===== src/sv/rngr_pkg.sv =====
// Package for the ring neighbor grant with aging block.
// Holds field widths, reset values, state encodings and the cell structs.
// No dependencies; every other file imports it.
package rngr_pkg;

   localparam int MAX_SEATS_DEF = 16;
   localparam int SEAT_W        = 4;
   localparam int STAMP_W       = 32;
   localparam int SEAT_CNT_W    = 5;
   localparam int AGING_W       = 16;
   localparam int CSR_DATA_W    = 16;
   localparam int AGING_FACTOR  = 5;
   // threshold 5 * aging_unit fits in 19 bits
   localparam int THR_W         = 19;

   localparam logic [SEAT_CNT_W-1:0] SEAT_CNT_RST = 5'd5;
   localparam logic [THR_W-1:0]      THR_RST      = 19'd5;

   localparam logic CSR_SEAT_COUNT = 1'b0;
   localparam logic CSR_AGING_UNIT = 1'b1;

   localparam logic OP_REQUEST = 1'b0;
   localparam logic OP_RELEASE = 1'b1;

   typedef enum logic [1:0] {
      SEAT_THINKING = 2'd0,
      SEAT_HUNGRY   = 2'd1,
      SEAT_EATING   = 2'd2
   } seat_state_type;

   typedef enum logic [2:0] {
      ST_IDLE,
      ST_WRITE,
      ST_EVAL_FIRST,
      ST_EVAL_SECOND,
      ST_SEND
   } ctrl_state_type;

   // what a cell shows its two neighbors
   typedef struct packed {
      seat_state_type     state;
      logic [STAMP_W-1:0] stamp;
      logic               aged;
   } cell_view_type;

   // broadcast write command; each cell has its own enable
   typedef struct packed {
      seat_state_type     state;
      logic               load_stamp;
      logic [STAMP_W-1:0] stamp;
   } cell_wr_type;

endpackage


===== src/sv/rngr_cell.sv =====
// One seat of the ring: holds its state and hunger stamp, shows them to
// its neighbors and judges its own grant from theirs. Depends on rngr_pkg.
module rngr_cell import rngr_pkg::*; (
   input  logic               clock,
   input  logic               reset,
   input  logic               wr_en,
   input  cell_wr_type        wr,
   input  cell_view_type      left_nb,
   input  cell_view_type      right_nb,
   input  logic [STAMP_W-1:0] now,
   input  logic [THR_W-1:0]   thr,
   output cell_view_type      view,
   output logic               may_eat
);

   seat_state_type     state_ff, state_in;
   logic [STAMP_W-1:0] stamp_ff, stamp_in;
   logic [STAMP_W:0]   waited;
   logic               aged;
   logic               block_l, block_r;

   always_comb begin
      state_in = state_ff;
      stamp_in = stamp_ff;
      if (wr_en) begin
         state_in = wr.state;
         if (wr.load_stamp) begin
            stamp_in = wr.stamp;
         end
      end
   end

   always_ff @(posedge clock) begin
      if (reset) begin
         state_ff <= SEAT_THINKING;
      end else begin
         state_ff <= state_in;
      end
   end

   // stamp only matters once the seat is hungry, which always reloads it
   always_ff @(posedge clock) begin
      stamp_ff <= stamp_in;
   end

   // time going backwards counts as zero wait
   assign waited = {1'b0, now} - {1'b0, stamp_ff};
   assign aged   = (state_ff == SEAT_HUNGRY) &&
                   (waited[STAMP_W] ? (thr == '0)
                                    : (waited[STAMP_W-1:0] >= STAMP_W'(thr)));

   assign view = '{state: state_ff, stamp: stamp_ff, aged: aged};

   assign block_l = left_nb.aged  && (left_nb.stamp  < stamp_ff);
   assign block_r = right_nb.aged && (right_nb.stamp < stamp_ff);

   assign may_eat = (state_ff == SEAT_HUNGRY) &&
                    (left_nb.state  != SEAT_EATING) &&
                    (right_nb.state != SEAT_EATING) &&
                    !block_l && !block_r;

endmodule


===== config.mk =====
export PLATFORM = sky130hd
export DESIGN_NAME = rngr_cell
export DESIGN_NICKNAME = d
export VERILOG_FILES = /design/src/sv/rngr_pkg.sv /design/src/sv/rngr_cell.sv
export SDC_FILE = /design/constraint.sdc
export NUM_CORES = 1
export LEC_CHECK = 0
export BUFFER_PORTS_ARGS = -buffer_cell sky130_fd_sc_hd__buf_2
export CAP_MARGIN = 20
export CELL_PAD_IN_SITES_DETAIL_PLACEMENT = 0
export CELL_PAD_IN_SITES_GLOBAL_PLACEMENT = 1
export CORE_UTILIZATION = 39
export CTS_CLUSTER_SIZE = 40
export DETAILED_ROUTE_END_ITERATION = 6
export PLACE_DENSITY_LB_ADDON = 0.25
export REMOVE_ABC_BUFFERS = 1
export SYNTH_ARGS = -nofsm -noshare
export SYNTH_HDL_FRONTEND = slang
export SYNTH_SLANG_ARGS = --single-unit

===== constraint.sdc =====
create_clock -name clock -period 14.05 [get_ports clock]
set_input_delay 2.81 -clock clock [delete_from_list [all_inputs] [get_ports clock]]
set_output_delay 2.81 -clock clock [all_outputs]
set_load 0.01 [all_outputs]

# Word level (Yosys, flattened, before mapping)
# Cells that the tools add are included.
[totals]
register_bits = 34
output_inout_bits = 36
romBits = 0
ramBits = 0
input_bits = 159
latch_bits = 0
n_memories = 0
word_cells = 21
[op_classes]
n_bitwise = 0
n_eq_ne = 3
addsub = 1
n_lt_le_gt_ge = 3
reduce_logical = 11
mux = 1
n_mul = 0
shift = 0
div_mod_pow = 0
[ops]
columns = ["cell", "n"]
rows = [
  ["32-bit less-than comparator", 2],
  ["32-bit by 32-bit subtractor with 33-bit output", 1],
  ["32-bit by 19-bit >= comparator with 1-bit output", 1],
  ["19-bit zero test", 1],
  ["1-bit logical AND", 7],
  ["2-bit inequality test (second input constant)", 2],
  ["2-bit by 1-bit == test with 1-bit output (second input constant)", 1],
  ["1-bit zero test", 2],
  ["2-bit AND reduction", 1],
  ["1-bit two-way mux", 1],
]

# Longest topological paths before layout
# Gate-level depths: netlist of the first run.
[logic_depth]
depth_word = 5
mapped_depth = 20
depth_no_buf = 19

# Worst setup path after synthesis of the first run
# OpenSTA, ideal clock, no wires.
[synth_timing]
path_kind = "input to output"
startpoint = "input now[0]"
endpoint = "output view[0] in the netlist's numbering"
cell_stages = 20
required_ps = 11240
n_path_buf = 1
slack_ps = 5204
t_arrival_ps = 6036
cell_sequence = "inv_1 -> ha_1 -> inv_1 -> fa_1 -> a211oi_1 -> o211ai_1 -> or4b_4 -> nand2b_1 -> a21o_1 -> a21oi_1 -> xnor2_1 -> ha_1 -> nor2b_1 -> o21ai_0 -> a21oi_1 -> a2111oi_0 -> o2111ai_1 -> nor4_2 -> a41oi_2 -> buf_4"
[synth_between]
elab_chain_cells = 4
[synth_rtl]
columns = ["element", "line_no", "rtl"]
rows = [
  ["start: declaration", "rngr_cell.sv:10", "input logic [STAMP_W-1:0] now,"],
  ["32-bit by 32-bit subtractor with 33-bit output (*)", "rngr_cell.sv:47", "assign waited = {1'b0, now} - {1'b0, stamp_ff};"],
  ["32-bit by 19-bit >= comparator with 1-bit output", "rngr_cell.sv:50", ": (waited[STAMP_W-1:0] >= STAMP_W'(thr)));"],
  ["1-bit two-way mux (*)", "rngr_cell.sv:49", "(waited[STAMP_W] ? (thr == '0)"],
  ["1-bit logical AND (*)", "rngr_cell.sv:48", "assign aged = (state_ff == SEAT_HUNGRY) &&"],
  ["end: declaration", "rngr_cell.sv:12", "output cell_view_type view,"],
]
# Every way passes the cells marked *; elsewhere a longest branch is shown, timed or not.

==> results of run 1 <==
==> power by group <==
| part | leakage [nW] | switching, W | total, W | internal (W) |
|---|---|---|---|---|
| registers | 0.317 | 0.00000326 | 0.000122 | 0.000119 |
| logic | 2.73 | 0.000112 | 0.000207 | 0.0000956 |
| clock network | 0.0631 | 0.0000421 | 0.000108 | 0.0000657 |
==> metrics by stage <==
step	instance area (um2)	utilization [%]	worst slack [ns]
3_3_place_gp	5827	50.17	4.813
6_report	5971	51.41	4.732
2_1_floorplan	4669	-	5.310
3_5_place_dp	5827	50.17	4.755
5_1_grt	5971	51.41	4.346
4_1_cts	5971	51.41	4.726
==> cells in the mapped netlist, drive strengths merged (5+ instances only) <==
cell	count	share of area (%)
nand3	12	1.3
nor4	5	0.80
o21ai	28	3.1
o21a	8	1.3
xor2	11	2.0
a21oi	54	6.1
nand2b	11	1.5
nor3	6	0.64
edfxtp	32	20
o211ai	10	1.7
ha	113	30
a21o	32	5.1
nor2	25	2.0
xnor2	15	2.8
nor2b	12	1.6
nand4	15	2.0
nand2	18	1.5
inv	54	4.3
buf	5	0.58
a211oi	6	0.96
==> worst min-delay path: stages (launching register included) <==
cell,delay (ns)
dfxtp_1,0.35
mux2i_1,0.07
nor2_1,0.07
==> state kept, by name, indices dropped and copies added (netlist names) <==
register	count
state_ff	2
stamp_ff	32
==> path summary, 6_finish.rpt <==
path | endpoint | start | cells after the start | slack [ns]
setup / recovery | view[0] | now[0] | 21 | 4.73
hold reg to reg | state_ff[0] | state_ff[0] | 2 | 0.53
setup reg to reg | state_ff[1] | state_ff[1] | 2 | 13.45
hold / removal | state_ff[0] | state_ff[0] | 2 | 0.53
==> final cells by class <==
cell class	instances	area, um2
well taps	143	178.9
flip-flops and latches	34	1001
clock buffers	6	128.9
multi-input cells	431	3466
fillers	1159	5643
inverters	54	202.7
repair buffers	195	978.4
clock inverters	2	15.01
==> logic make-up (layout without fill, tap and decap cells) <==
| logic type | Yosys count | after routing | synth area share [%] |
|---|---|---|---|
| AO/OA/AOI/OAI | 165 | 165 | 23.47 |
| XOR/XNOR | 26 | 26 | 4.837 |
| adder cells (fa/ha/maj) | 114 | 114 | 30.45 |
| buffers and inverters | 62 | 257 | 5.129 |
| flip-flops | 34 | 34 | 21.26 |
| multiplexers | 4 | 4 | 0.8504 |
| AND/OR/NAND/NOR | 122 | 122 | 14.01 |
==> cells in the final DEF (no fill, tap or decap), drive strengths merged, types with 8 or more instances in the layout <==
cell type | netlist | layout
nand2b | 11 | 11
nand3 | 12 | 12
edfxtp | 32 | 32
xor2 | 11 | 11
xnor2 | 15 | 15
o211ai | 10 | 10
o21ai | 28 | 28
o21a | 8 | 8
a21oi | 54 | 54
inv | 54 | 54
buf | 5 | 195
a21o | 32 | 32
ha | 113 | 113
nor2 | 25 | 25
nand4 | 15 | 15
nor2b | 12 | 12
nand2 | 18 | 18
==> per-layer routing <==
layer  GRT usage [%]  vias to the layer above  wire length [um]
met1           27.66                     2090              6317
met2           38.05                      126              6443
li1                -                     2385                 -
met5               0                        -                 0
met4           6.306                        0               227
met3           3.919                       14               737
==> metrics.txt, run 1 <==
synth warn=0; layout cells sized above 1=30.06%; RSZ-0062 raised after global routing=false; CP max stage cell=fa_1; die footprint=12520 um2; fraction of registers with async set/reset=0%; critical path startpoint category=primary input; CTS tree=done; Static Leak=3.105 nW; Final HPWL DP=12290 um; H-tree depth=2; global-route wire length before repair=21750 um; endpoints failing hold=0; hold buffer count at cts=0; post-synthesis instance area=4708 um2; Routed Antenna Nets=0; violated checks=DRC; final clock skew=0 ns; First-pass DRT Iterations=7; drt wl/cell=15.87 um; total track usage=21.92%; synth unique cells=58; crit end category=output pin; Bufs and invs on worst path=4; run status=complete, but fails checks; Peak VDD IR=0.00008181 V; die height=111.9 um; critical path type=primary input to output pin; grt ovf=0; Inserted Diodes=0; Post-Syn Area per Cell=8.934 um2; Synth-to-Final Area Change=26.81%; DR vias=4615; total CTS buffers=5; CP required=11.24 ns; register clock-pin slew on the reported worst setup and hold paths=0.05 ns; worst-margin pin slew=0.5498 ns; CP cell instances=buf_2, inv_1, ha_1, inv_1, fa_1, a211oi_1, o211ai_1, or4b_4, nand2b_1, a21o_1, a21oi_1, xnor2_1, ha_1, nor2b_1, o21ai_0, a21oi_1, a2111oi_0, o2111ai_1, nor4_2, a41oi_2, buf_2; final wirelength=13730 um; final setup fails=0; # DRC=6; Power, Total=0.0004369 W; io pins=195; cell family with most CP delay=compound AO/OA/AOI/OAI gates; register bit count reported by yosys=34; Placed Cells=857; Max-slew headroom=62.40%; critical path's largest stage delay=0.42 ns; Seq/Total Area, Yosys=21.26%; Setup Fix Bufs, Post-CTS=0; Horiz. Die Dim=111.9 um; fin nets=994; row cnt=39; vias in the first global route=4656; via/cell ratio=5.335; antenna violations before repair=0; crit path time final=9.318 ns; largest net degree at the start of global routing=33; core footprint=11610 um2; hold crit path type=flop to flop; Post-Syn Instances=527; Setup TNS=0 ns; Slew Limit Fails=0; Max Cap Viol=0; Worst Path Arrival=6.51 ns; WHS=0.5275 ns; post-cts gate resize count=0; post-route clock period utilization=66.32%; IO Port Bufs=194; Initial Utilization=40.54%; GPL Wtd Cong=0.8791; pwr dens=73.18 nW/um2; Clock Path Buffers=2; Main synth FF type=edfxtp_1; initial DRC count=108; Critical Path Fanout Max=3; clock root buffer=clkbuf_16; max frequency=107.3 MHz; Clock Sinks=34; final std cells w/o fill=865; clk_lat worst skew=0.28 ns; Post-synth EDFFs=32
Note: power is estimated with default switching activity, not from simulation.
==> inputs of run 2 (changes only) <==
--- a/config.mk
+++ b/config.mk
@@ -9,7 +9,7 @@
 export CAP_MARGIN = 20
 export CELL_PAD_IN_SITES_DETAIL_PLACEMENT = 0
 export CELL_PAD_IN_SITES_GLOBAL_PLACEMENT = 1
-export CORE_UTILIZATION = 39
+export CORE_UTILIZATION = 33
 export CTS_CLUSTER_SIZE = 40
 export DETAILED_ROUTE_END_ITERATION = 6
 export PLACE_DENSITY_LB_ADDON = 0.25
==> constraint.sdc (replaced) <==
create_clock -name clock -period 7.5 [get_ports clock]
set_input_delay 1.5 -clock clock [delete_from_list [all_inputs] [get_ports clock]]
set_output_delay 1.5 -clock clock [all_outputs]
set_load 0.01 [all_outputs]
==> run 2 against run 1 <==
  * The flow now finishes without violations
  * Total power up 90%
  * Flip-flop and latch count is the same
  * Clock skew did not move
  * Die area increased by 18%
  * Sequential share of layout area decreased by 0.14 points
  * Final cell count grew 4.3%
  * Critical endpoint unchanged
==> metrics.txt, run 2 (synthesized netlist as in run 1, its figures left out) <==
Max Cap Viol=0; die footprint=14750 um2; Static Leak=3.116 nW; Inserted Diodes=0; cell family with most CP delay=compound AO/OA/AOI/OAI gates; H-tree depth=2; die height=121.4 um; Setup Fix Bufs, Post-CTS=0; io pins=195; run status=finished clean; most frequent cells in the layout=194 x buf_2, 113 x ha_1, 54 x inv_1, 50 x a21oi_1; core footprint=13880 um2; Synth-to-Final Area Change=27.88%; Setup TNS=0 ns; Hold EP=state_ff[0]; Worst Reg-to-Reg Cells=2; Slew Limit Fails=0; Bufs and invs on worst path=4; endpoints failing hold=0; worst-margin pin slew=0.5764 ns; Initial Utilization=33.92%; most common cell after layout, fill and taps aside=buf_2; pwr dens=137.8 nW/um2; largest net degree at the start of global routing=22; critical path startpoint category=primary input; Clock Path Buffers=2; FF-to-FF setup slack=6.90 ns; CP cell instances=buf_2, inv_1, ha_1, inv_1, fa_1, a211oi_1, o211ai_1, or4b_4, nand2b_1, a21o_1, a21oi_1, xnor2_1, ha_1, nor2b_1, o21ai_0, a21oi_1, a2111oi_0, o2111ai_1, nor4_2, a41oi_2, buf_2; Horiz. Die Dim=121.4 um; layout cells sized above 1=30.06%; Clock Sinks=34; Top reg by flops=stamp_ff; clk_lat worst skew=0.28 ns; IO Port Bufs=194; Routed Antenna Nets=0; vias in the first global route=4680; final wirelength=14370 um; CTS tree=done; max frequency=147.2 MHz; Post-Place Cell Area=5873 um2; crit end category=output pin; total CTS buffers=5; crit path time final=6.794 ns; First-pass DRT Iterations=4; Worst Path Arrival=5.29 ns; RSZ-0062 raised after global routing=false; row cnt=43; # DRC=0; CP max stage cell=fa_1; final setup fails=0; fin area=6021 um2; clock root buffer=clkbuf_16; register clock-pin slew on the reported worst setup and hold paths=0.05 ns; initial DRC count=141; Max-slew headroom=60.58%; Worst R2R Start=state_ff[1]; CP required=6.00 ns; final clock skew=0 ns; fin nets=994; hold buffer count at cts=0; grt ovf=0; Top Registers=stamp_ff: 32 flops, state_ff: 2 flops; Layout Utilization=43.37%; Critical Path Fanout Max=3; GPL Wtd Cong=0.8396; hold_sp=state_ff[0]; critical path's largest stage delay=0.42 ns; Hold Path Stages=2; post-route clock period utilization=90.58%; total track usage=19.94%; antenna violations before repair=1; Reg-to-Reg End=state_ff[1]; Final HPWL DP=12810 um; hold crit path type=flop to flop; Peak VDD IR=0.0001583 V; drt wl/cell=15.93 um; global-route wire length before repair=22750 um; via/cell ratio=5.136; max FFs per register=32; critical path type=primary input to output pin; DR vias=4633; post-cts gate resize count=0
==> run 2: changes by cell type in the layout (fill, tap and decap cells not counted) <==
| cell | before | now |
|---|---|---|
| clkbuf_8 | 0 | 1 |
| clkinv_2 | 0 | 1 |
| clkinvlp_4 | 2 | 0 |
==> run 2: report_power, final <==
group          leakage (nW)  total, W  internal [W]  switching (W)
clock                0.0739  0.000210      0.000132      0.0000788
combinational          2.73  0.000391      0.000179       0.000211
sequential            0.317  0.000229      0.000222     0.00000638
total                  3.12  0.000830      0.000533       0.000297
==> run 2: stage by stage <==
| step | hold slack, ns | instances | setup WS [ns] | total power [W] |
|---|---|---|---|---|
| floorplan | 0.5352 | 519 | 1.380 | 0.0004933 |
| global placement | 0.4934 | 894 | 0.8615 | 0.0006134 |
| detailed placement | 0.5122 | 894 | 0.7438 | 0.0006232 |
| CTS | 0.5274 | 902 | 0.7249 | 0.0008378 |
| global route | 0.5852 | 902 | 0.3915 | 0.0008982 |
| finish | 0.5156 | 902 | 0.7064 | 0.0008299 |
==> run 2: worst reg2reg max path, cell delays in order, from the launching register on <==
cell     delay [ns]
dfxtp_1        0.32
mux2i_1        0.12
nor2_1         0.05
==> run 2: layer usage <==
metal	global-route usage, %	up-vias	share of wire (%)
met1	26.14	2109	47
met2	34.16	136	46
met5	0	-	0.077
li1	-	2378	-
met4	3.935	2	0.83
met3	3.336	8	5.9
==> run 2: area by class of cell <==
type / instances / area [um2]
Timing Repair Buffer: 195 / 978.4
Tap cell: 180 / 225.2
Clock inverter: 1 / 5.005
Clock buffer: 7 / 142.6
Inverter: 54 / 202.7
Sequential cell: 34 / 1001
Multi-Input combinational cell: 431 / 3466
Fill cell: 1424 / 7860
==> run 2: worst max path at each step <==
stage	start	to	depth (start not counted)
floorplan	now[0]	view[0]	19
global placement	now[0]	view[0]	21
detailed placement	now[0]	view[0]	21
CTS	now[0]	view[0]	21
global route	now[0]	view[0]	21
finish	now[0]	view[0]	21
